### config.mk
export PLATFORM = sky130hd
export DESIGN_NAME = tga_rle_queue
export DESIGN_NICKNAME = d
export VERILOG_FILES = /design/src/rtl/tga_rle_pkg.sv /design/src/rtl/tga_rle_queue.sv
export SDC_FILE = /design/constraint.sdc
export NUM_CORES = 1
export LEC_CHECK = 0
export ABC_AREA = 1
export BUFFER_PORTS_ARGS = -buffer_cell sky130_fd_sc_hd__buf_2
export CAP_MARGIN = 10
export CORE_MARGIN = 2
export CORE_UTILIZATION = 34
export CTS_CLUSTER_SIZE = 24
export DETAILED_ROUTE_END_ITERATION = 12
export SYNTH_ARGS = -nofsm -noshare
export SYNTH_HDL_FRONTEND = slang
export SYNTH_SLANG_ARGS = --single-unit
### constraint.sdc
create_clock -name clk -period 2.9 [get_ports clk]
set_clock_uncertainty 0.2 [all_clocks]
set_input_delay 0.435 -clock clk [delete_from_list [all_inputs] [get_ports clk]]
set_output_delay 0.435 -clock clk [all_outputs]
set_load 0.05 [all_outputs]
### src/rtl/tga_rle_pkg.sv
`timescale 1ns / 1ps
`default_nettype none
// ----------------------------------------------------------------------------
// tga_rle_pkg
// Shared types and constants of the TGA run-length pixel decoder.
// ----------------------------------------------------------------------------
package tga_rle_pkg;

    localparam int BYTE_W      = 8;
    localparam int PIXEL_W     = 32;
    localparam int COUNT_W     = 8;
    localparam int BPP_W       = 3;
    localparam int TOTAL_W     = 25;
    localparam int IDX_W       = 2;
    localparam int CFG_DATA_W  = 25;
    localparam int CFG_INDEX_W = 1;
    localparam int QUEUE_DEPTH = 2;

    localparam logic [BYTE_W-1:0] RUN_FLAG_MIN = 8'd128;
    localparam logic [BYTE_W-1:0] RUN_BIAS     = 8'd127;

    localparam logic [BPP_W-1:0]   BPP_RESET   = 3'd4;
    localparam logic [TOTAL_W-1:0] TOTAL_RESET = 25'd1;

    localparam logic [CFG_INDEX_W-1:0] REG_BYTES_PER_PIXEL = 1'd0;
    localparam logic [CFG_INDEX_W-1:0] REG_TOTAL_PIXELS    = 1'd1;

    typedef enum logic [1:0] {
        PH_HEADER,
        PH_LITERAL,
        PH_RUN
    } phase_t;

    // one completed pixel as seen by the front part
    typedef struct packed {
        logic               start;
        logic               literal;
        logic [COUNT_W-1:0] need;
        logic [PIXEL_W-1:0] value;
    } pix_evt_t;

endpackage
`default_nettype wire

### src/rtl/tga_rle_queue.sv
`timescale 1ns / 1ps
`default_nettype none
// ----------------------------------------------------------------------------
// tga_rle_queue
// Short queue of pixel items between the front and back parts.
// ----------------------------------------------------------------------------
module tga_rle_queue
    import tga_rle_pkg::*;
(
    input  wire logic     clk,
    input  wire logic     rst_n,
    input  wire logic     push,
    input  wire pix_evt_t push_evt,
    output      logic     full,
    input  wire logic     pop,
    output      logic     head_valid,
    output      pix_evt_t head_evt
);

    localparam int PTR_W = $clog2(QUEUE_DEPTH);
    localparam int CNT_W = $clog2(QUEUE_DEPTH + 1);

    pix_evt_t          slot_reg [QUEUE_DEPTH];
    logic [PTR_W-1:0]  wr_ptr_reg, wr_ptr_next;
    logic [PTR_W-1:0]  rd_ptr_reg, rd_ptr_next;
    logic [CNT_W-1:0]  cnt_reg, cnt_next;
    logic              do_push;
    logic              do_pop;

    assign full       = (cnt_reg == CNT_W'(QUEUE_DEPTH));
    assign head_valid = (cnt_reg != '0);
    assign head_evt   = slot_reg[rd_ptr_reg];
    assign do_push    = push && !full;
    assign do_pop     = pop && head_valid;

    always_comb
    begin
        wr_ptr_next = wr_ptr_reg;
        rd_ptr_next = rd_ptr_reg;
        cnt_next    = cnt_reg;
        if (do_push)
            wr_ptr_next = (wr_ptr_reg == PTR_W'(QUEUE_DEPTH - 1)) ? '0
                                                                  : wr_ptr_reg + PTR_W'(1);
        if (do_pop)
            rd_ptr_next = (rd_ptr_reg == PTR_W'(QUEUE_DEPTH - 1)) ? '0
                                                                  : rd_ptr_reg + PTR_W'(1);
        if (do_push && !do_pop)
            cnt_next = cnt_reg + CNT_W'(1);
        else if (do_pop && !do_push)
            cnt_next = cnt_reg - CNT_W'(1);
    end

    always_ff @(posedge clk or negedge rst_n)
    begin
        if (!rst_n)
        begin
            wr_ptr_reg <= '0;
            rd_ptr_reg <= '0;
            cnt_reg    <= '0;
        end
        else
        begin
            wr_ptr_reg <= wr_ptr_next;
            rd_ptr_reg <= rd_ptr_next;
            cnt_reg    <= cnt_next;
        end
    end

    always_ff @(posedge clk)
    begin
        if (do_push)
            slot_reg[wr_ptr_reg] <= push_evt;
    end

endmodule
`default_nettype wire

==> summary.txt <==
Worst setup path
  • Slowest stage delay, CP: 720 ps
  • Buf/Inv on CP: 2
  • CP endpoint kind: primary output
  • WP data required: approximately 2300 ps
  • Crit path kind: flop to primary output
  • Slowest CP cell: dfrtp_2
  • CP Cell Sequence: buf_4 -> nand2_1 -> nand2_1 -> buf_2
  • Startpoint types: flop
  • Crit path top cell by count: nand2_1
  • Crit path DAT: between 1500 and 2000 ps
  • Crit Path Max Fanout: 27
  • Crit path max-delay family: flip-flops

Final layout
  • Ant diodes: 0
  • Synth-to-layout area growth: 23.2%
  • Max FFs per register: 84
  • Final nets: 394
  • Register area: between 2000 and 3000 um^2
  • Final std cells w/o fill: between 400 and 500
  • Fin util: a little over two fifths
  • # fillers: approximately 940
  • Share of cells above drive strength 1: 33.0%
  • Area of the multi-input gates: 593 um^2

Drt
  • DR pass1 iterations: 4
  • Vias: slightly above 2000
  • Post-DRT Antenna Nets: 0
  • Post-route DRC: 0
  • Via density: ~4.2
  • Initial DRC count: 97
  • Drt wl/cell: 12.3 um
  • DRT Wirelength: 5.95 mm

Place
  • Final HPWL DP: just under 4 mm
  • Placer congestion estimate: around 0.65
  • # port buffers: 89
  • Dpl cells: about 470
  • Pre-CTS setup slack: 756 ps

Floorplan
  • Initial core utilization: 34.5%
  • Die W: 103 um
  • Rows: 36
  • Core Area: a little under 10000 um^2
  • Die H: a little over 100 um
  • Io pins: 90
  • Full die area: between 10000 and 15000 um^2

Outcome
  • Status: finished, final reports clean

Synth
  • Mux contribution to synthesized area: 0%
  • Number of synthesized flops with an enable pin: between 80 and 90
  • Count leader, synth: nand2_1
  • Ys flop type: edfxtp_1
  • Post-synth top area share: around three quarters
  • Post-synthesis compound-gate area fraction: less than 1%
  • Largest family of logic cells by synthesized area: simple AND/OR/NAND/NOR gates
  • Post-synthesis sequential area ratio: 78.8%
  • Cell variety after synth: 17
  • Synthesized flop and latch total: 88
  • Top post-synthesis cells by area: edfxtp_1 (76%), nand2_1 (15%), dfrtp_1 (3.0%)
  • Cell Area, Synth: between 3000 and 4000 um^2
  • Yosys warns: 0
  • Area leader, netlist: edfxtp_1
  • Post-Synth XOR/XNOR Area: 0.263%
  • Mapped Cells: 251
  • Syn Area/Cell: approximately 13 um^2
  • Async S/R FF share, synth: 4.55%
  • Synth Area in Simple Gates: around 17%
  • Syn nets: between 200 and 300
  • Synthesized-area fraction occupied by adder cells: less than 1%
  • Post-synth top cells: nand2_1 (134), edfxtp_1 (84), inv_1 (6)

Timing
  • Setup_tns: 0 ps
  • Rel. slew slack: between 60% and 70%
  • Worst-Margin Slew: between 500 and 600 ps
  • Setup violations, final: 0
  • Slew Limit Fails: 0
  • Unrepaired setup endpoints after global routing: no
  • Crit share post-route: a little over four fifths
  • Max Freq: 409 MHz
  • Min Tclk post-route: between 2000 and 2500 ps
  • Final worst slack: 455 ps
  • Hold Vio Cnt, Final: 0

Global routing
  • Total congestion overflow: 0
  • GRT Util Overall: a little under an eighth
  • Pin count of the biggest net entering global routing: 44
  • Initial antenna violation count: 0
  • Number of global-route vias before repair: just under 2000
  • First-pass GRT wire length: 9.09 mm

Clock tree
  • Total CTS buffers: 9
  • Root buffer cell: clkbuf_8
  • Setup Buffers After CTS: 0
  • H-tree depth: 3
  • Max Root-Sink Buffers: 2
  • Clock Sinks: approximately 90
  • CTS tree: built
  • Register clock-pin slew on the reported worst setup and hold paths: ~80 ps
  • Skew-Pair Late Insertion Delay: 330 ps

Job
  • Maxcap violations: 0

Min path
  • HP Class: input port to flop
## stage by stage
| stage | hold WS (ps) | area (um^2) |
|---|---|---|
| 5_1_grt | 52.5 | 4100 |
| 3_5_place_dp | 47.7 | 3910 |
| 6_report | 77.7 | 4100 |
| 2_1_floorplan | -60.6 | 3330 |
| 4_1_cts | 53.9 | 4100 |
| 3_3_place_gp | 47.5 | 3910 |
## final cells by class
class                      count  share of cell area (%)
sequential                    88                    64.0
multi-input combinational    146                    14.5
clock inverter                 6                    1.49
tap                          133                    4.06
timing repair buffer          94                    12.1
clock buffer                   9                    3.02
inverter                       8                   0.854
## final timing paths
check / from / end / slack (ps) / cells past startpoint
min in group asynchronous: rst_n / cnt_reg[0] / 230 / 2
min: push_evt[41] / slot_reg[0][41] / 80 / 1
max: rd_ptr_reg / head_evt[14] / 450 / 4
min reg2reg: cnt_reg[1] / cnt_reg[1] / 270 / 2
max reg2reg: cnt_reg[1] / slot_reg[0][5] / 1050 / 6
max in group asynchronous: rst_n / rd_ptr_reg / 2130 / 2
## cell families (layout without fill, tap and decap cells)
| kind of cell | after synthesis | after routing |
|---|---|---|
| fa+ha+maj | 1 | 1 |
| buf+inv | 17 | 117 |
| xor+xnor | 1 | 1 |
| simple gates | 143 | 143 |
| flops | 88 | 88 |
| compound gates | 1 | 1 |
## timing repair
item | 4_1_cts | 5_1_grt
endpoints found under the setup margin | 0 | 0
resized for setup | 0 | 0
hold buffers | 1 | 0
hold endpoints to repair | 4 | 0
## placed cells by master, fill, tap and decap left out, types with 2 or more instances in the layout
cell | synthesis | final
nand2_1 | 134 | 134
buf_2 | 0 | 89
edfxtp_1 | 84 | 84
clkbuf_8 | 0 | 9
inv_1 | 6 | 5
nand2_2 | 3 | 3
dfrtp_1 | 4 | 3
buf_4 | 4 | 3
inv_2 | 1 | 2
nor2_4 | 1 | 2
nand3_1 | 2 | 2
clkinvlp_4 | 0 | 2
clkinv_1 | 0 | 2
## layer usage
metal	wire length, um	GRT usage (%)	vias to the layer above
met5	0	0	-
met4	86	5.16	0
met3	358	3.39	10
met2	2930	19.4	56
met1	2580	14.1	929
li1	-	-	1024
Power is not shown: default switching activity piles up to over one toggle a cycle in this logic, so the estimate is an artifact.
