### src/rtl/tga_rle_pkg.sv
`timescale 1ns / 1ps
`default_nettype none
// ----------------------------------------------------------------------------
// tga_rle_pkg
// Shared types and constants of the TGA run-length pixel decoder.
// ----------------------------------------------------------------------------
package tga_rle_pkg;

    localparam int BYTE_W      = 8;
    localparam int PIXEL_W     = 32;
    localparam int COUNT_W     = 8;
    localparam int BPP_W       = 3;
    localparam int TOTAL_W     = 25;
    localparam int IDX_W       = 2;
    localparam int CFG_DATA_W  = 25;
    localparam int CFG_INDEX_W = 1;
    localparam int QUEUE_DEPTH = 2;

    localparam logic [BYTE_W-1:0] RUN_FLAG_MIN = 8'd128;
    localparam logic [BYTE_W-1:0] RUN_BIAS     = 8'd127;

    localparam logic [BPP_W-1:0]   BPP_RESET   = 3'd4;
    localparam logic [TOTAL_W-1:0] TOTAL_RESET = 25'd1;

    localparam logic [CFG_INDEX_W-1:0] REG_BYTES_PER_PIXEL = 1'd0;
    localparam logic [CFG_INDEX_W-1:0] REG_TOTAL_PIXELS    = 1'd1;

    typedef enum logic [1:0] {
        PH_HEADER,
        PH_LITERAL,
        PH_RUN
    } phase_t;

    // one completed pixel as seen by the front part
    typedef struct packed {
        logic               start;
        logic               literal;
        logic [COUNT_W-1:0] need;
        logic [PIXEL_W-1:0] value;
    } pix_evt_t;

endpackage
`default_nettype wire

### src/rtl/tga_rle_back.sv
`timescale 1ns / 1ps
`default_nettype none
// ----------------------------------------------------------------------------
// tga_rle_back
// Counts pixels against the image total, clips overruns, registers results.
// ----------------------------------------------------------------------------
module tga_rle_back
    import tga_rle_pkg::*;
(
    input  wire logic               clk,
    input  wire logic               rst_n,
    input  wire logic               head_valid,
    input  wire pix_evt_t           head_evt,
    output      logic               pop,
    input  wire logic [TOTAL_W-1:0] total_pixels,
    output      logic               out_valid,
    input  wire logic               out_ready,
    output      logic [PIXEL_W-1:0] out_value,
    output      logic [COUNT_W-1:0] out_count,
    output      logic               out_last,
    output      logic               out_over
);

    logic [TOTAL_W-1:0] done_cnt_reg, done_cnt_next;
    logic               stop_reg, stop_next;
    logic               ov_reg, ov_next;
    logic [PIXEL_W-1:0] value_reg;
    logic [COUNT_W-1:0] count_reg;
    logic               last_reg;
    logic               over_reg;

    logic [TOTAL_W-1:0] done_eff;
    logic               stop_eff;
    logic [TOTAL_W-1:0] rem;
    logic [TOTAL_W-1:0] need_ext;
    logic [COUNT_W-1:0] count;
    logic               over;
    logic               last;
    logic               out_free;
    logic               emit;

    assign done_eff = head_evt.start ? '0 : done_cnt_reg;
    assign stop_eff = head_evt.start ? 1'b0 : stop_reg;
    assign rem      = (total_pixels > done_eff) ? total_pixels - done_eff : '0;
    assign need_ext = TOTAL_W'(head_evt.need);

    // a run clipped by the total never exceeds the 8-bit run length
    always_comb
    begin
        if (head_evt.literal)
            count = (rem != '0) ? COUNT_W'(1) : '0;
        else if (need_ext < rem)
            count = head_evt.need;
        else
            count = rem[COUNT_W-1:0];
    end

    assign over     = need_ext > rem;
    assign last     = (TOTAL_W'(count) == rem);
    assign out_free = !ov_reg || out_ready;
    // items after the image is finished are dropped without waiting
    assign pop      = head_valid && (stop_eff || out_free);
    assign emit     = head_valid && !stop_eff && out_free;

    always_comb
    begin
        done_cnt_next = done_cnt_reg;
        stop_next     = stop_reg;
        ov_next       = ov_reg;
        if (out_ready)
            ov_next = 1'b0;
        if (pop)
        begin
            done_cnt_next = done_eff;
            stop_next     = stop_eff;
        end
        if (emit)
        begin
            done_cnt_next = done_eff + TOTAL_W'(count);
            stop_next     = over || last;
            ov_next       = 1'b1;
        end
    end

    always_ff @(posedge clk or negedge rst_n)
    begin
        if (!rst_n)
        begin
            done_cnt_reg <= '0;
            stop_reg     <= 1'b0;
            ov_reg       <= 1'b0;
        end
        else
        begin
            done_cnt_reg <= done_cnt_next;
            stop_reg     <= stop_next;
            ov_reg       <= ov_next;
        end
    end

    always_ff @(posedge clk)
    begin
        if (emit)
        begin
            value_reg <= head_evt.value;
            count_reg <= count;
            last_reg  <= last;
            over_reg  <= over;
        end
    end

    assign out_valid = ov_reg;
    assign out_value = value_reg;
    assign out_count = count_reg;
    assign out_last  = last_reg;
    assign out_over  = over_reg;

endmodule
`default_nettype wire

### config.mk
export PLATFORM = sky130hd
export DESIGN_NAME = tga_rle_back
export DESIGN_NICKNAME = d
export VERILOG_FILES = /design/src/rtl/tga_rle_pkg.sv /design/src/rtl/tga_rle_back.sv
export SDC_FILE = /design/constraint.sdc
export NUM_CORES = 1
export LEC_CHECK = 0
export BUFFER_PORTS_ARGS = -buffer_cell sky130_fd_sc_hd__clkbuf_2
export CORE_UTILIZATION = 55
export CTS_CLUSTER_DIAMETER = 80
export CTS_CLUSTER_SIZE = 16
export DETAILED_ROUTE_END_ITERATION = 8
export PLACE_DENSITY = 0.8
export SLEW_MARGIN = 40
export SYNTH_ARGS = -nofsm -noshare
export SYNTH_HDL_FRONTEND = slang
export SYNTH_SLANG_ARGS = --single-unit
### constraint.sdc
create_clock -name clk -period 13.44 [get_ports clk]
set_clock_uncertainty 0.15 [all_clocks]
set_input_delay 2.688 -clock clk [delete_from_list [all_inputs] [get_ports clk]]
set_output_delay 2.688 -clock clk [all_outputs]
set_load 0.03 [all_outputs]
==> metrics.txt <==
# TYPE chip_impl_metric gauge
chip_impl_info{name="run_status",value="complete, no violations"} 1
chip_impl_info{name="synth_top_cell_by_area",value="edfxtp_1"} 1
chip_impl_metric{name="ys.warnings.count",unit=""} 0
chip_impl_metric{name="synth-async-reset-ratio",unit="%"} 39.1
chip_impl_metric{name="floorplan.die_area",unit="mm^2"} 0.00993
chip_impl_metric{name="detail-route-antenna-nets",unit=""} 0
chip_impl_metric{name="viasPerCell",unit=""} 5.77
chip_impl_metric{name="route.final.wire_length",unit="mm"} 13.6
chip_impl_metric{name="fin_crit",unit="ns"} 10.08
chip_impl_metric{name="core_area",unit="mm^2"} 0.00924
chip_impl_metric{name="cts_buffer_depth",unit=""} 2
chip_impl_info{name="crit_top_cell",value="o21ai_0"} 1
chip_impl_metric{name="grt_first_pass_wirelength",unit="mm"} 21.2
chip_impl_metric{name="cpPeakStageDelay",unit="ns"} 0.59
chip_impl_metric{name="timing.fmax",unit="MHz"} 99.2
chip_impl_info{name="worstSetupPathType",value="input port to register"} 1
chip_impl_metric{name="netlist.area_leader.share",unit="%"} 24.1
chip_impl_metric{name="drt-wirelength-per-cell",unit="um"} 16.7
chip_impl_metric{name="p_sw",unit="W"} 0.000299
chip_impl_metric{name="globalplace.congestion",unit=""} 0.949
chip_impl_metric{name="synth-edff-count",unit=""} 42
chip_impl_metric{name="max-slew-margin-rel",unit="%"} 51.9
chip_impl_metric{name="fin_worst_hold_slack",unit="ns"} 0.343
chip_impl_metric{name="finalNetCount",unit=""} 798
chip_impl_metric{name="synth_fp_nets",unit=""} 692
chip_impl_info{name="ys_dominant_reg_cell",value="edfxtp_1"} 1
chip_impl_metric{name="drc_errors",unit=""} 0
chip_impl_info{name="cp-end-kind",value="register"} 1
chip_impl_metric{name="number_of_antenna_cells_inserted",unit=""} 0
chip_impl_metric{name="regToRegSetupSlack",unit="ns"} 5.78
chip_impl_metric{name="p_sw_share",unit="%"} 39.4
chip_impl_metric{name="peakVddDrop",unit="V"} 0.0000641
chip_impl_info{name="yosysMostFrequentCell",value="nand2_1"} 1
chip_impl_metric{name="finalHoldViolCount",unit=""} 0
chip_impl_metric{name="number_of_flip_flops_and_latches_in_the_synthesized_netlist",unit=""} 69
chip_impl_metric{name="ctsHtreeMaxLevel",unit=""} 3
chip_impl_metric{name="detailed_place_hpwl",unit="mm"} 10.8
chip_impl_metric{name="worst_ep_arrival_time",unit="ns"} 10.15
chip_impl_metric{name="num_rows",unit=""} 35
chip_impl_info{name="synth.area.top_cells",value="edfxtp_1 24%, dfrtp_1 13%, ha_1 10%, nand2_1 4.7%, xnor2_1 3.8%"} 1
chip_impl_metric{name="drt_pass1_iterations",unit=""} 4
chip_impl_metric{name="worst-slew-pin-transition",unit="ns"} 0.720
chip_impl_metric{name="design_area",unit="mm^2"} 0.00609
chip_impl_metric{name="initial_utilization",unit="%"} 56.8
chip_impl_metric{name="seq_power_share",unit="%"} 35.7
chip_impl_metric{name="cell_count_after_synthesis",unit=""} 577
chip_impl_metric{name="detailedRoute.firstIterationViolations",unit=""} 274
chip_impl_metric{name="cap_viol_max_count",unit=""} 0
chip_impl_metric{name="finalSetupViolCount",unit=""} 0
chip_impl_metric{name="area_delta_synth_final",unit="%"} 16.1
chip_impl_metric{name="leakage",unit="nW"} 2.63
chip_impl_metric{name="ioPinCount",unit=""} 115
chip_impl_metric{name="number_of_gates_given_a_new_drive_strength_after_cts",unit=""} 0
chip_impl_info{name="clock_tree.root_cell",value="clkbuf_8"} 1
chip_impl_info{name="timing.hold.worst.class",value="register to register"} 1
chip_impl_metric{name="grt_pass1_vias",unit=""} 4455
chip_impl_metric{name="seq_area_frac_synth",unit="%"} 36.9
chip_impl_metric{name="share_clk_of_total_power",unit="%"} 21.9
chip_impl_metric{name="path_clk_slew",unit="ns"} 0.08
chip_impl_metric{name="vias",unit=""} 4718
chip_impl_metric{name="largest_register_ff_count",unit=""} 32
chip_impl_info{name="grt_setup_unrepaired",value="false"} 1
chip_impl_metric{name="clock-sinks",unit=""} 69
chip_impl_metric{name="avg_cell_area_syn",unit="um^2"} 9.09
chip_impl_metric{name="comb_power_share",unit="%"} 42.3
chip_impl_metric{name="post_cts_hold_buffer_count",unit=""} 0
chip_impl_info{name="post_synth_most_frequent_cells",value="66 x nand2_1, 44 x nor2_1, 42 x edfxtp_1, 42 x ha_1, 35 x inv_1"} 1
chip_impl_metric{name="drive_above_1_share",unit="%"} 22.1
chip_impl_metric{name="dpl_cell_area",unit="mm^2"} 0.00589
chip_impl_metric{name="grt_start_max_net_pins",unit=""} 44
chip_impl_metric{name="all_layer_global_routing_usage",unit="%"} 27.4
chip_impl_metric{name="cts_post_setup_buffers_inserted",unit=""} 0
chip_impl_metric{name="total_clock_buffers_created_by_cts",unit=""} 9
chip_impl_metric{name="cellPowerDensity",unit="mW/mm^2"} 125
chip_impl_metric{name="final.fill_count",unit=""} 770
chip_impl_metric{name="cp_max_fo",unit=""} 28
chip_impl_metric{name="min_period_over_period",unit="%"} 75.0
chip_impl_metric{name="worst_ep_required_time",unit="ns"} 13.51
chip_impl_info{name="critical_path.startpoint_type",value="input port"} 1
chip_impl_info{name="critical-path-slowest-cell",value="nor4_1"} 1
chip_impl_metric{name="dieWidth",unit="um"} 99.6
chip_impl_metric{name="synth_cell_type_count",unit=""} 71
chip_impl_metric{name="post_synth_instance_area",unit="mm^2"} 0.00524
chip_impl_metric{name="congestion_overflow_gr",unit=""} 0
chip_impl_metric{name="setup_tns",unit="ns"} 0
chip_impl_metric{name="drv_slew",unit=""} 0
chip_impl_metric{name="power_report.internal_total",unit="W"} 0.000461
chip_impl_metric{name="layout.core_utilization",unit="%"} 65.9
chip_impl_metric{name="die_height",unit="um"} 99.6
chip_impl_metric{name="insertion_delay",unit="ns"} 0.35
chip_impl_metric{name="port_buffers",unit=""} 114
chip_impl_info{name="cts_tree",value="yes"} 1
chip_impl_metric{name="grt_antenna_before_repair",unit=""} 0
==> path summary, 6_finish.rpt <==
path / startpoint / endpoint / cells after the start
worst min register to register: done_cnt_reg[4] / done_cnt_reg[4] / 2
min in group asynchronous: rst_n / done_cnt_reg[4] / 1
worst max register to register: done_cnt_reg[9] / done_cnt_reg[24] / 32
worst min-delay path: done_cnt_reg[4] / done_cnt_reg[4] / 2
max in group asynchronous: rst_n / done_cnt_reg[6] / 1
worst max-delay path: head_evt[41] / done_cnt_reg[24] / 33
==> stage by stage <==
step	cells	setup slack [ns]	total power, W
global placement	801	3.45	0.000583
detailed placement	801	3.13	0.000593
floorplan	577	4.24	0.000510
CTS	817	3.45	0.000761
global route	817	2.67	0.000804
finish	817	3.36	0.000760
==> cell usage in the layout, fill, tap and decap left out, types with 12 or more instances in the layout <==
cell / n
clkbuf_2: 114
nand4_1: 14
edfxtp_1: 42
nor2_1: 44
dfrtp_1: 27
a21o_1: 16
ha_1: 42
a21oi_1: 30
nor3_1: 15
xnor2_1: 23
nand2_1: 66
nand2b_1: 31
inv_1: 35
xor2_1: 14
nand3_1: 12
o21ai_0: 30
==> metal layers <==
| layer | up-vias | track usage (%) | wire length [um] |
|---|---|---|---|
| met5 | - | 0 | 0 |
| met4 | 0 | 6.45 | 268 |
| met3 | 22 | 5.13 | 685 |
| met2 | 177 | 48.7 | 6880 |
| met1 | 2223 | 34.3 | 5800 |
| li1 | 2296 | - | - |
==> power groups by stage <==
stage,combinational [W],clock (W),sequential [W]
final,0.000322,0.000167,0.000271
after global routing,0.000350,0.000179,0.000274
after CTS,0.000319,0.000170,0.000272
after detailed placement,0.000317,0,0.000276
after global placement,0.000309,0,0.000275
after floorplan,0.000206,0,0.000303
==> layout make-up <==
cell class / count / area (um^2) / area share [%]
clock buffers: 9 / 124 / 2.03
clock inverters: 7 / 73.8 / 1.21
multi-input cells: 452 / 3080 / 50.5
well taps: 129 / 161 / 2.65
inverters: 35 / 131 / 2.16
repair buffers: 116 / 586 / 9.62
flip-flops and latches: 69 / 1940 / 31.8
==> kinds of logic after synthesis <==
kind of cell,count (synthesis),synth area share (%)
flops,69,36.9
fa+ha+maj,44,10.8
simple gates,220,21.2
mux,9,1.77
compound gates,142,18.8
buf+inv,56,4.41
xor+xnor,37,6.18
==> critical path: cells and delay by family <==
kind | cells | cell delay, ns
AND/OR/NAND/NOR | 8 | 2.30
adder cells (fa/ha/maj) | 4 | 1.34
XOR/XNOR | 1 | 0.15
buffers and inverters | 4 | 0.63
AO/OA/AOI/OAI | 16 | 3.03
Note: power is estimated with default switching activity, not from simulation.
