### src/rtl/tga_rle_pkg.sv
`timescale 1ns / 1ps
`default_nettype none
// ----------------------------------------------------------------------------
// tga_rle_pkg
// Shared types and constants of the TGA run-length pixel decoder.
// ----------------------------------------------------------------------------
package tga_rle_pkg;

    localparam int BYTE_W      = 8;
    localparam int PIXEL_W     = 32;
    localparam int COUNT_W     = 8;
    localparam int BPP_W       = 3;
    localparam int TOTAL_W     = 25;
    localparam int IDX_W       = 2;
    localparam int CFG_DATA_W  = 25;
    localparam int CFG_INDEX_W = 1;
    localparam int QUEUE_DEPTH = 2;

    localparam logic [BYTE_W-1:0] RUN_FLAG_MIN = 8'd128;
    localparam logic [BYTE_W-1:0] RUN_BIAS     = 8'd127;

    localparam logic [BPP_W-1:0]   BPP_RESET   = 3'd4;
    localparam logic [TOTAL_W-1:0] TOTAL_RESET = 25'd1;

    localparam logic [CFG_INDEX_W-1:0] REG_BYTES_PER_PIXEL = 1'd0;
    localparam logic [CFG_INDEX_W-1:0] REG_TOTAL_PIXELS    = 1'd1;

    typedef enum logic [1:0] {
        PH_HEADER,
        PH_LITERAL,
        PH_RUN
    } phase_t;

    // one completed pixel as seen by the front part
    typedef struct packed {
        logic               start;
        logic               literal;
        logic [COUNT_W-1:0] need;
        logic [PIXEL_W-1:0] value;
    } pix_evt_t;

endpackage
`default_nettype wire

### src/rtl/tga_rle_front.sv
`timescale 1ns / 1ps
`default_nettype none
// ----------------------------------------------------------------------------
// tga_rle_front
// Packet header parsing and pixel byte assembly; emits one item per pixel.
// ----------------------------------------------------------------------------
module tga_rle_front
    import tga_rle_pkg::*;
#(
    parameter int MAX_PIXEL_BITS = 24
)
(
    input  wire logic             clk,
    input  wire logic             rst_n,
    input  wire logic             accept,
    input  wire logic [BYTE_W-1:0] stream_byte,
    input  wire logic             image_start,
    input  wire logic [BPP_W-1:0] bytes_per_pixel,
    output      logic             push,
    output      pix_evt_t         push_evt
);

    localparam int LIM_RAW = MAX_PIXEL_BITS / 8;
    localparam int LIM     = (LIM_RAW < 1) ? 1 : ((LIM_RAW > 4) ? 4 : LIM_RAW);
    localparam int ASM_W   = LIM * BYTE_W;

    phase_t             phase_reg, phase_next;
    logic [COUNT_W-1:0] left_reg, left_next;
    logic [IDX_W-1:0]   idx_reg, idx_next;
    logic [ASM_W-1:0]   asm_reg, asm_next;
    logic               pend_reg, pend_next;

    phase_t             phase_eff;
    logic [COUNT_W-1:0] left_eff;
    logic [COUNT_W-1:0] left_dec;
    logic [IDX_W-1:0]   idx_eff;
    logic [ASM_W-1:0]   asm_eff;
    logic [ASM_W-1:0]   asm_new;
    logic [BPP_W-1:0]   width;
    logic               pixel_done;
    logic               is_header;

    // effective pixel width, clamped to 1..LIM
    always_comb
    begin
        if (bytes_per_pixel == '0)
            width = BPP_W'(1);
        else if (bytes_per_pixel > BPP_W'(LIM))
            width = BPP_W'(LIM);
        else
            width = bytes_per_pixel;
    end

    // a start byte wipes the context before it is parsed as a header
    assign phase_eff = image_start ? PH_HEADER : phase_reg;
    assign left_eff  = image_start ? '0 : left_reg;
    assign idx_eff   = image_start ? '0 : idx_reg;
    assign asm_eff   = image_start ? '0 : asm_reg;
    assign left_dec  = left_eff - COUNT_W'(1);

    assign is_header  = (phase_eff == PH_HEADER);
    assign asm_new    = asm_eff | (ASM_W'(stream_byte) << {idx_eff, 3'b000});
    assign pixel_done = !is_header && ({1'b0, idx_eff} + 3'd1 >= width);

    // next phase
    always_comb
    begin
        phase_next = phase_reg;
        if (accept)
        begin
            case (phase_eff)
                PH_HEADER:
                    phase_next = (stream_byte < RUN_FLAG_MIN) ? PH_LITERAL : PH_RUN;
                PH_LITERAL:
                    if (pixel_done && left_dec == '0)
                        phase_next = PH_HEADER;
                    else
                        phase_next = PH_LITERAL;
                PH_RUN:
                    phase_next = pixel_done ? PH_HEADER : PH_RUN;
                default:
                    phase_next = PH_HEADER;
            endcase
        end
    end

    // counters, assembly and the outgoing item
    always_comb
    begin
        left_next = left_reg;
        idx_next  = idx_reg;
        asm_next  = asm_reg;
        pend_next = pend_reg;
        push      = 1'b0;
        push_evt.start   = pend_reg | image_start;
        push_evt.literal = (phase_eff == PH_LITERAL);
        push_evt.need    = left_eff;
        push_evt.value   = PIXEL_W'(asm_new);
        if (accept)
        begin
            if (is_header)
            begin
                left_next = (stream_byte < RUN_FLAG_MIN) ? stream_byte + 8'd1
                                                        : stream_byte - RUN_BIAS;
                idx_next  = '0;
                asm_next  = '0;
                pend_next = pend_reg | image_start;
            end
            else if (!pixel_done)
            begin
                left_next = left_eff;
                idx_next  = idx_eff + IDX_W'(1);
                asm_next  = asm_new;
                pend_next = pend_reg | image_start;
            end
            else
            begin
                push      = 1'b1;
                left_next = (phase_eff == PH_LITERAL) ? left_dec : '0;
                idx_next  = '0;
                asm_next  = '0;
                pend_next = 1'b0;
            end
        end
    end

    always_ff @(posedge clk or negedge rst_n)
    begin
        if (!rst_n)
        begin
            phase_reg <= PH_HEADER;
            left_reg  <= '0;
            idx_reg   <= '0;
            asm_reg   <= '0;
            pend_reg  <= 1'b0;
        end
        else
        begin
            phase_reg <= phase_next;
            left_reg  <= left_next;
            idx_reg   <= idx_next;
            asm_reg   <= asm_next;
            pend_reg  <= pend_next;
        end
    end

endmodule
`default_nettype wire

### config.mk
export PLATFORM = sky130hd
export DESIGN_NAME = tga_rle_front
export DESIGN_NICKNAME = d
export VERILOG_FILES = /design/src/rtl/tga_rle_pkg.sv /design/src/rtl/tga_rle_front.sv
export SDC_FILE = /design/constraint.sdc
export NUM_CORES = 1
export LEC_CHECK = 0
export ABC_AREA = 1
export BUFFER_PORTS_ARGS = -buffer_cell sky130_fd_sc_hd__buf_4
export CORE_ASPECT_RATIO = 0.5
export CORE_UTILIZATION = 54
export DETAILED_ROUTE_END_ITERATION = 16
export GPL_TIMING_DRIVEN = 0
export HOLD_SLACK_MARGIN = 0.02
export PLACE_DENSITY_LB_ADDON = 0.08
export SETUP_SLACK_MARGIN = 0.05
export SLEW_MARGIN = 20
export SYNTH_ARGS = -nofsm -noshare
export SYNTH_HDL_FRONTEND = slang
export SYNTH_SLANG_ARGS = --single-unit
### constraint.sdc
create_clock -name clk -period 3.7 [get_ports clk]
set_clock_uncertainty 0.15 [all_clocks]
set_input_delay 0.74 -clock clk [delete_from_list [all_inputs] [get_ports clk]]
set_output_delay 0.74 -clock clk [all_outputs]
set_load 0.05 [all_outputs]
==> results of run 1 <==
==> cells by family after synthesis <==
| logic type | after synthesis |
|---|---|
| xor+xnor | 2 |
| other cells | 2 |
| simple gates | 108 |
| fa+ha+maj | 7 |
| flops | 37 |
| compound gates | 80 |
| buf+inv | 88 |
==> through the flow <==
step	setup TNS (ns)	hold slack (ns)	cells	cell area (sq um)	util, %
after floorplan	0	0.294	331	2520	-
after global placement	-0.0485	0.315	436	2950	66.7
after detailed placement	-0.0733	0.315	436	2950	66.7
after CTS	0	0.251	444	3080	69.6
after global routing	0	0.274	449	3140	71.0
final	0	0.240	449	3140	71.0
==> power by group through the flow <==
stage                     Clock (mW)  Combinational (mW)  Sequential, mW
final                          0.378               0.537           0.468
after global routing           0.400               0.582           0.473
after CTS                      0.383               0.515           0.467
after detailed placement           0               0.511           0.476
after global placement             0               0.503           0.474
after floorplan                    0               0.381           0.469
==> worst max path at each step <==
stage	end
global placement	push
finish	push
detailed placement	push
CTS	push
floorplan	push
global route	push
==> synthesized netlist by cell type, types with 2 or more instances <==
cell / count
a21oi_1: 7
a22oi_1: 3
a32oi_1: 8
buf_4: 9
buf_6: 4
clkbuf_1: 5
conb_1: 2
dfrtp_1: 37
ha_1: 7
inv_1: 62
inv_2: 7
nand2_1: 56
nand2_2: 5
nand2_4: 2
nand3_1: 16
nor2_1: 21
nor2_2: 2
o211ai_1: 2
o21ai_0: 18
o21ai_2: 2
o22ai_1: 27
o22ai_2: 8
xor2_1: 2
==> per-layer routing <==
| layer | GRT usage, % | up-vias |
|---|---|---|
| li1 | - | 1182 |
| met1 | 35.3 | 1124 |
| met2 | 47.1 | 86 |
| met3 | 6.10 | 8 |
| met4 | 11.9 | 0 |
| met5 | 0 | - |
==> final cells by class <==
cell class | count | area (sq um)
Clock buffer | 6 | 82.6
Buffer | 19 | 139
Sequential cell | 37 | 926
Multi-Input combinational cell | 206 | 1230
Tap cell | 57 | 71.3
Fill cell | 372 | 1280
Timing Repair Buffer | 53 | 398
Clock inverter | 2 | 37.5
Inverter | 69 | 259
==> placed cells by master (no fill, tap or decap), types with 9 or more instances in the layout <==
cell / count
o21ai_0: 18
nand3_1: 13
dfrtp_1: 37
o22ai_1: 27
inv_1: 62
nor2_1: 21
buf_4: 63
conb_1: 9
nand2_1: 56
==> worst reg2reg max path: stages, from the launching register on <==
cell     delay, ns
dfrtp_1       0.34
inv_2         0.09
nor2_2        0.42
ha_1          0.34
ha_1          0.35
nand3_2       0.15
nand3_4       0.16
buf_4         0.12
nand2_1       0.10
nor2_1        0.12
nand3_1       0.13
nand2_1       0.09
nand2_1       0.05
==> timing repair <==
item | in CTS | in global routing
setup endpoints to repair | 1 | 1
pin swaps | 0 | 1
setup buffers | 0 | 5
resized for setup | 2 | 4
==> impl_metrics.yaml, run 1 <==
outcome:
  run_status: "finished, violations left"
  violations: "DRC"
cts:
  cts.clk_slew.worst_paths_ns: 0.07
  cts-hold-fix-buffers: 0
  numCtsBuffers: 5
  cts_tree: "yes"
  cts-root-buf: "clkbuf_8"
  htreeDepth: 2
  clockBufferDepth: 2
  insertion_delay_ns: 0.30
  cts.sinks: 37
floorplan:
  die_area_sq_mm: 0.00491
  fp.dieH_um: 50.1
  die_w_um: 98.1
  io_pins: 58
  core_sq_mm: 0.00442
  num_rows: 17
  start_util_pct: 56.4
critical_path:
  cpLargestDelayFamily: "simple AND/OR/NAND/NOR gates"
  critical-path-slowest-cell: "nor2_2"
  max_stage_delay_ns: 0.42
  cp_cell_sequence: "buf_4 -> nor2_2 -> ha_1 -> ha_1 -> nand3_2 -> nand3_4 -> nand2_1 -> inv_1 -> buf_4"
  r2r_start: "idx_reg[1]$_DFFE_PN0P_"
  startpoint: "image_start"
  path_buf_inv: 3
  cp.required_ns: 2.81
  cp-end-kind: "output port"
  rr_worst_depth: 12
  worst_ep_arrival_time_ns: 2.65
  critPathLaunchType: "primary input"
  worstPathMaxFanout: 10
  critPathKind: "in2out"
  timing.rr.end: "phase_reg[0]$_DFFE_PN0P_"
  rrSetupSlack_ns: 0.98
  path_depth: 9
synth:
  ys_types: 35
  synth_area_sq_mm: 0.00249
  synth_top_area_share_pct: 37.1
  synth_fa_ha_area_share_pct: 3.51
  avgSynthCellArea_sq_um: 7.70
  ys_top_cells_by_area: "dfrtp_1, inv_1, nand2_1"
  synth_xor_xnor_area_share_pct: 0.702
  synth_seq_cells: 37
  yosys_warnings: 0
  muxShareOfSynthArea_pct: 0
  async_flop_share_pct: 100
  synth_compound_area_share_pct: 22.2
  synth_top_family_by_area: "compound AO/OA/AOI/OAI gates"
  synthSimpleGateAreaFrac_pct: 20.3
  synth.largest_area_cell: "dfrtp_1"
  ys.flop_type: "dfrtp_1"
  synth_edf_count: 0
  seq_area_frac_synth_pct: 37.1
  postSynthCellCount: 324
final_layout:
  largest_reg_flops: 24
  insertedDiodeCount: 0
  nets: 413
  area_growth_pct: 26.0
  drive_gt1_share_pct: 27.8
power:
  internal_power_mw: 0.834
  comb_power_share_pct: 38.8
  p_seq_share_pct: 33.8
  powerDensity_mw_per_mm2: 440
  irDropWorstVdd_mv: 0.284
  p_total_mw: 1.38
  p_leak_nw: 1.66
  swShare_pct: 39.7
  clkPwrFrac_pct: 27.3
  p_switching_mw: 0.549
timing:
  slew_viol_final: 0
  layout_setup_ws_ns: 0.162
  setup_viol: 0
  hold_viol_final: 0
  rsz0062_at_grt: "false"
  fin_crit_sh_pct: 95.6
  finalCriticalPeriod_ns: 3.54
  worst_pin_slew_ns: 0.695
  fmax_mhz: 283
  relSlewSlack_pct: 53.6
detailed_routing:
  postRouteAntennaNets: 0
  vias: 2400
  wirelength_um: 6520
  top_layer: "met4"
  drt-met1-wl_um: 2920
  viasPerCell: 5.35
  wl_met2_um: 3110
  wl_per_cell_um: 14.5
  drc_errors: 5
  firstDrtPassIters: 12
  drtIter0Drc: 125
  wl_met3_um: 403
global_routing:
  grt_antenna_before_repair: 0
  grt_max_degree: 38
  grt_usage_pct: 28.0
  grt_pass1_wl_um: 10400
  gr-total-overflow: 0
  grt_pass1_vias: 2168
place:
  pre_cts_ws_ns: -0.0733
  dp_hpwl_um: 4680
  routabilityCongestion: 0.838
  io_buffers: 48
flow_run:
  max_cap_violations: 0
min_path:
  hold_path.class: "in2async"
Note: power is estimated with default switching activity, not from simulation.
==> inputs of run 2 (changes only) <==
- CAP_MARGIN: unset -> 20
- CORE_MARGIN: unset -> 4
- HOLD_SLACK_MARGIN: 0.02 -> 0.08
==> run 2 against run 1 <==
The run now ends clean. First-iteration DRC count grew 6.4%. Non-clock buffer count shrank 4. Global-route usage shrank 5.0 points. Largest power group unchanged. Highest routed layer unchanged. Die area grew 19%. Wire length is essentially flat. Critical endpoint unchanged. Register-to-register slack gained 0.26 ns. Sequential share of layout area grew 0.32 points.
==> impl_metrics.yaml, run 2 (synthesis gave the netlist of run 1 again) <==
timing:
  slew_viol_final: 0
  fin_crit_sh_pct: 93.8
  finalCriticalPeriod_ns: 3.47
  fmax_mhz: 288
  hold_viol_final: 0
  layout_setup_ws_ns: 0.231
  setup_viol: 0
  worst_pin_slew_ns: 0.725
  relSlewSlack_pct: 51.7
  fin_hold_ws_ns: 0.241
  rsz0062_at_grt: "false"
detailed_routing:
  drc_errors: 0
  wl_per_cell_um: 14.6
  drtIter0Drc: 133
  vias: 2368
  viasPerCell: 5.32
  firstDrtPassIters: 5
  postRouteAntennaNets: 0
  wirelength_um: 6520
global_routing:
  grt_pass1_wl_um: 10800
  grt_usage_pct: 23.0
  gr-total-overflow: 0
  grt_max_degree: 38
  grt_pass1_vias: 2286
  grt_antenna_before_repair: 0
critical_path:
  cp.required_ns: 2.81
  critPathLaunchType: "primary input"
  worstPathMaxFanout: 10
  critPathKind: "in2out"
  worst_ep_arrival_time_ns: 2.58
  cp-end-kind: "output port"
final_layout:
  fin_cells: 445
  largest_reg_flops: 24
  insertedDiodeCount: 0
  layout_commonest_cell: "inv_1"
  post-route-util_pct: 70.2
  final_cell_mix: "inv_1, buf_4, nand2_1"
  drive_gt1_share_pct: 26.8
  area_growth_pct: 24.6
  nets: 409
floorplan:
  start_util_pct: 56.4
  num_rows: 17
  fp.dieH_um: 56.1
  die_w_um: 104
  die_area_sq_mm: 0.00583
  io_pins: 58
  core_sq_mm: 0.00442
power:
  comb_power_share_pct: 38.8
  powerDensity_mw_per_mm2: 435
  irDropWorstVdd_mv: 0.284
  p_seq_share_pct: 34.7
  clkPwrFrac_pct: 26.5
  swShare_pct: 40.3
  internal_power_mw: 0.808
  p_switching_mw: 0.545
  p_leak_nw: 1.63
place:
  dp.cells: 436
  dp_hpwl_um: 4780
  io_buffers: 48
  routabilityCongestion: 0.858
  pre_cts_ws_ns: -0.0957
cts:
  cts.sinks: 37
  cts.clk_slew.worst_paths_ns: 0.08
  cts-root-buf: "clkbuf_8"
  cts_tree: "yes"
  insertion_delay_ns: 0.30
  htreeDepth: 2
  clockBufferDepth: 2
  numCtsBuffers: 5
  cts-hold-fix-buffers: 0
outcome:
  run_status: "finished, final reports clean"
flow_run:
  max_cap_violations: 0
min_path:
  hold_path.class: "in2async"
-- run 2: cell type report --
cell class                      count  area, sq um
Multi-Input combinational cell    206         1230
Tap cell                           57         71.3
Clock buffer                        6         72.6
Clock inverter                      2         38.8
Timing Repair Buffer               49          368
Buffer                             19          139
Fill cell                         370         1320
Sequential cell                    37          926
Inverter                           69          259
-- run 2: metrics by stage --
step | TNS (ns) | total power [mW] | cell area (sq um)
2_1_floorplan | 0 | 0.850 | 2520
3_3_place_gp | -0.0395 | 0.978 | 2950
3_5_place_dp | -0.0957 | 0.989 | 2950
4_1_cts | 0 | 1.35 | 3080
5_1_grt | 0 | 1.43 | 3110
6_report | 0 | 1.35 | 3110
-- run 2: path summary, 6_finish.rpt --
| check | end | slack [ns] | start | cells after the start |
|---|---|---|---|---|
| max in group asynchronous | idx_reg[1]$_DFFE_PN0P_ | 2.82 | rst_n | 1 |
| worst max register to register | left_reg[6]$_DFFE_PN0P_ | 1.24 | idx_reg[1]$_DFFE_PN0P_ | 10 |
| worst min-delay path | left_reg[0]$_DFFE_PN0P_ | 0.24 | rst_n | 1 |
| worst min register to register | phase_reg[0]$_DFFE_PN0P_ | 0.34 | phase_reg[0]$_DFFE_PN0P_ | 2 |
| worst max-delay path | push | 0.23 | image_start | 11 |
| min in group clk | phase_reg[0]$_DFFE_PN0P_ | 0.34 | phase_reg[0]$_DFFE_PN0P_ | 2 |
-- run 2: routing by layer --
metal	part of all wire (%)	track usage, %	up-vias
li1	-	-	1173
met1	45	29.5	1090
met2	47	39.2	91
met3	6.5	4.98	14
met4	1.4	7.01	0
met5	0	0	-
-- run 2: what timing repair did --
item,in CTS,in global routing
pin swaps,0,0
setup endpoints to repair,1,1
resized for setup,2,6
endpoints found under the hold margin,0,0
setup buffers,0,1
-- run 2: critical path: stages --
cell     delay [ns]
buf_4          0.14
buf_4          0.18
nor2_1         0.14
buf_4          0.15
ha_1           0.24
ha_1           0.34
nand3_2        0.15
nand3_4        0.16
nand2_1        0.07
inv_1          0.07
buf_4          0.19
-- run 2: power groups by stage --
stage	Sequential (mW)	Combinational, mW	Clock [mW]
global placement	0.474	0.504	0
detailed placement	0.476	0.513	0
floorplan	0.469	0.381	0
CTS	0.468	0.519	0.363
finish	0.469	0.525	0.359
global route	0.474	0.570	0.382
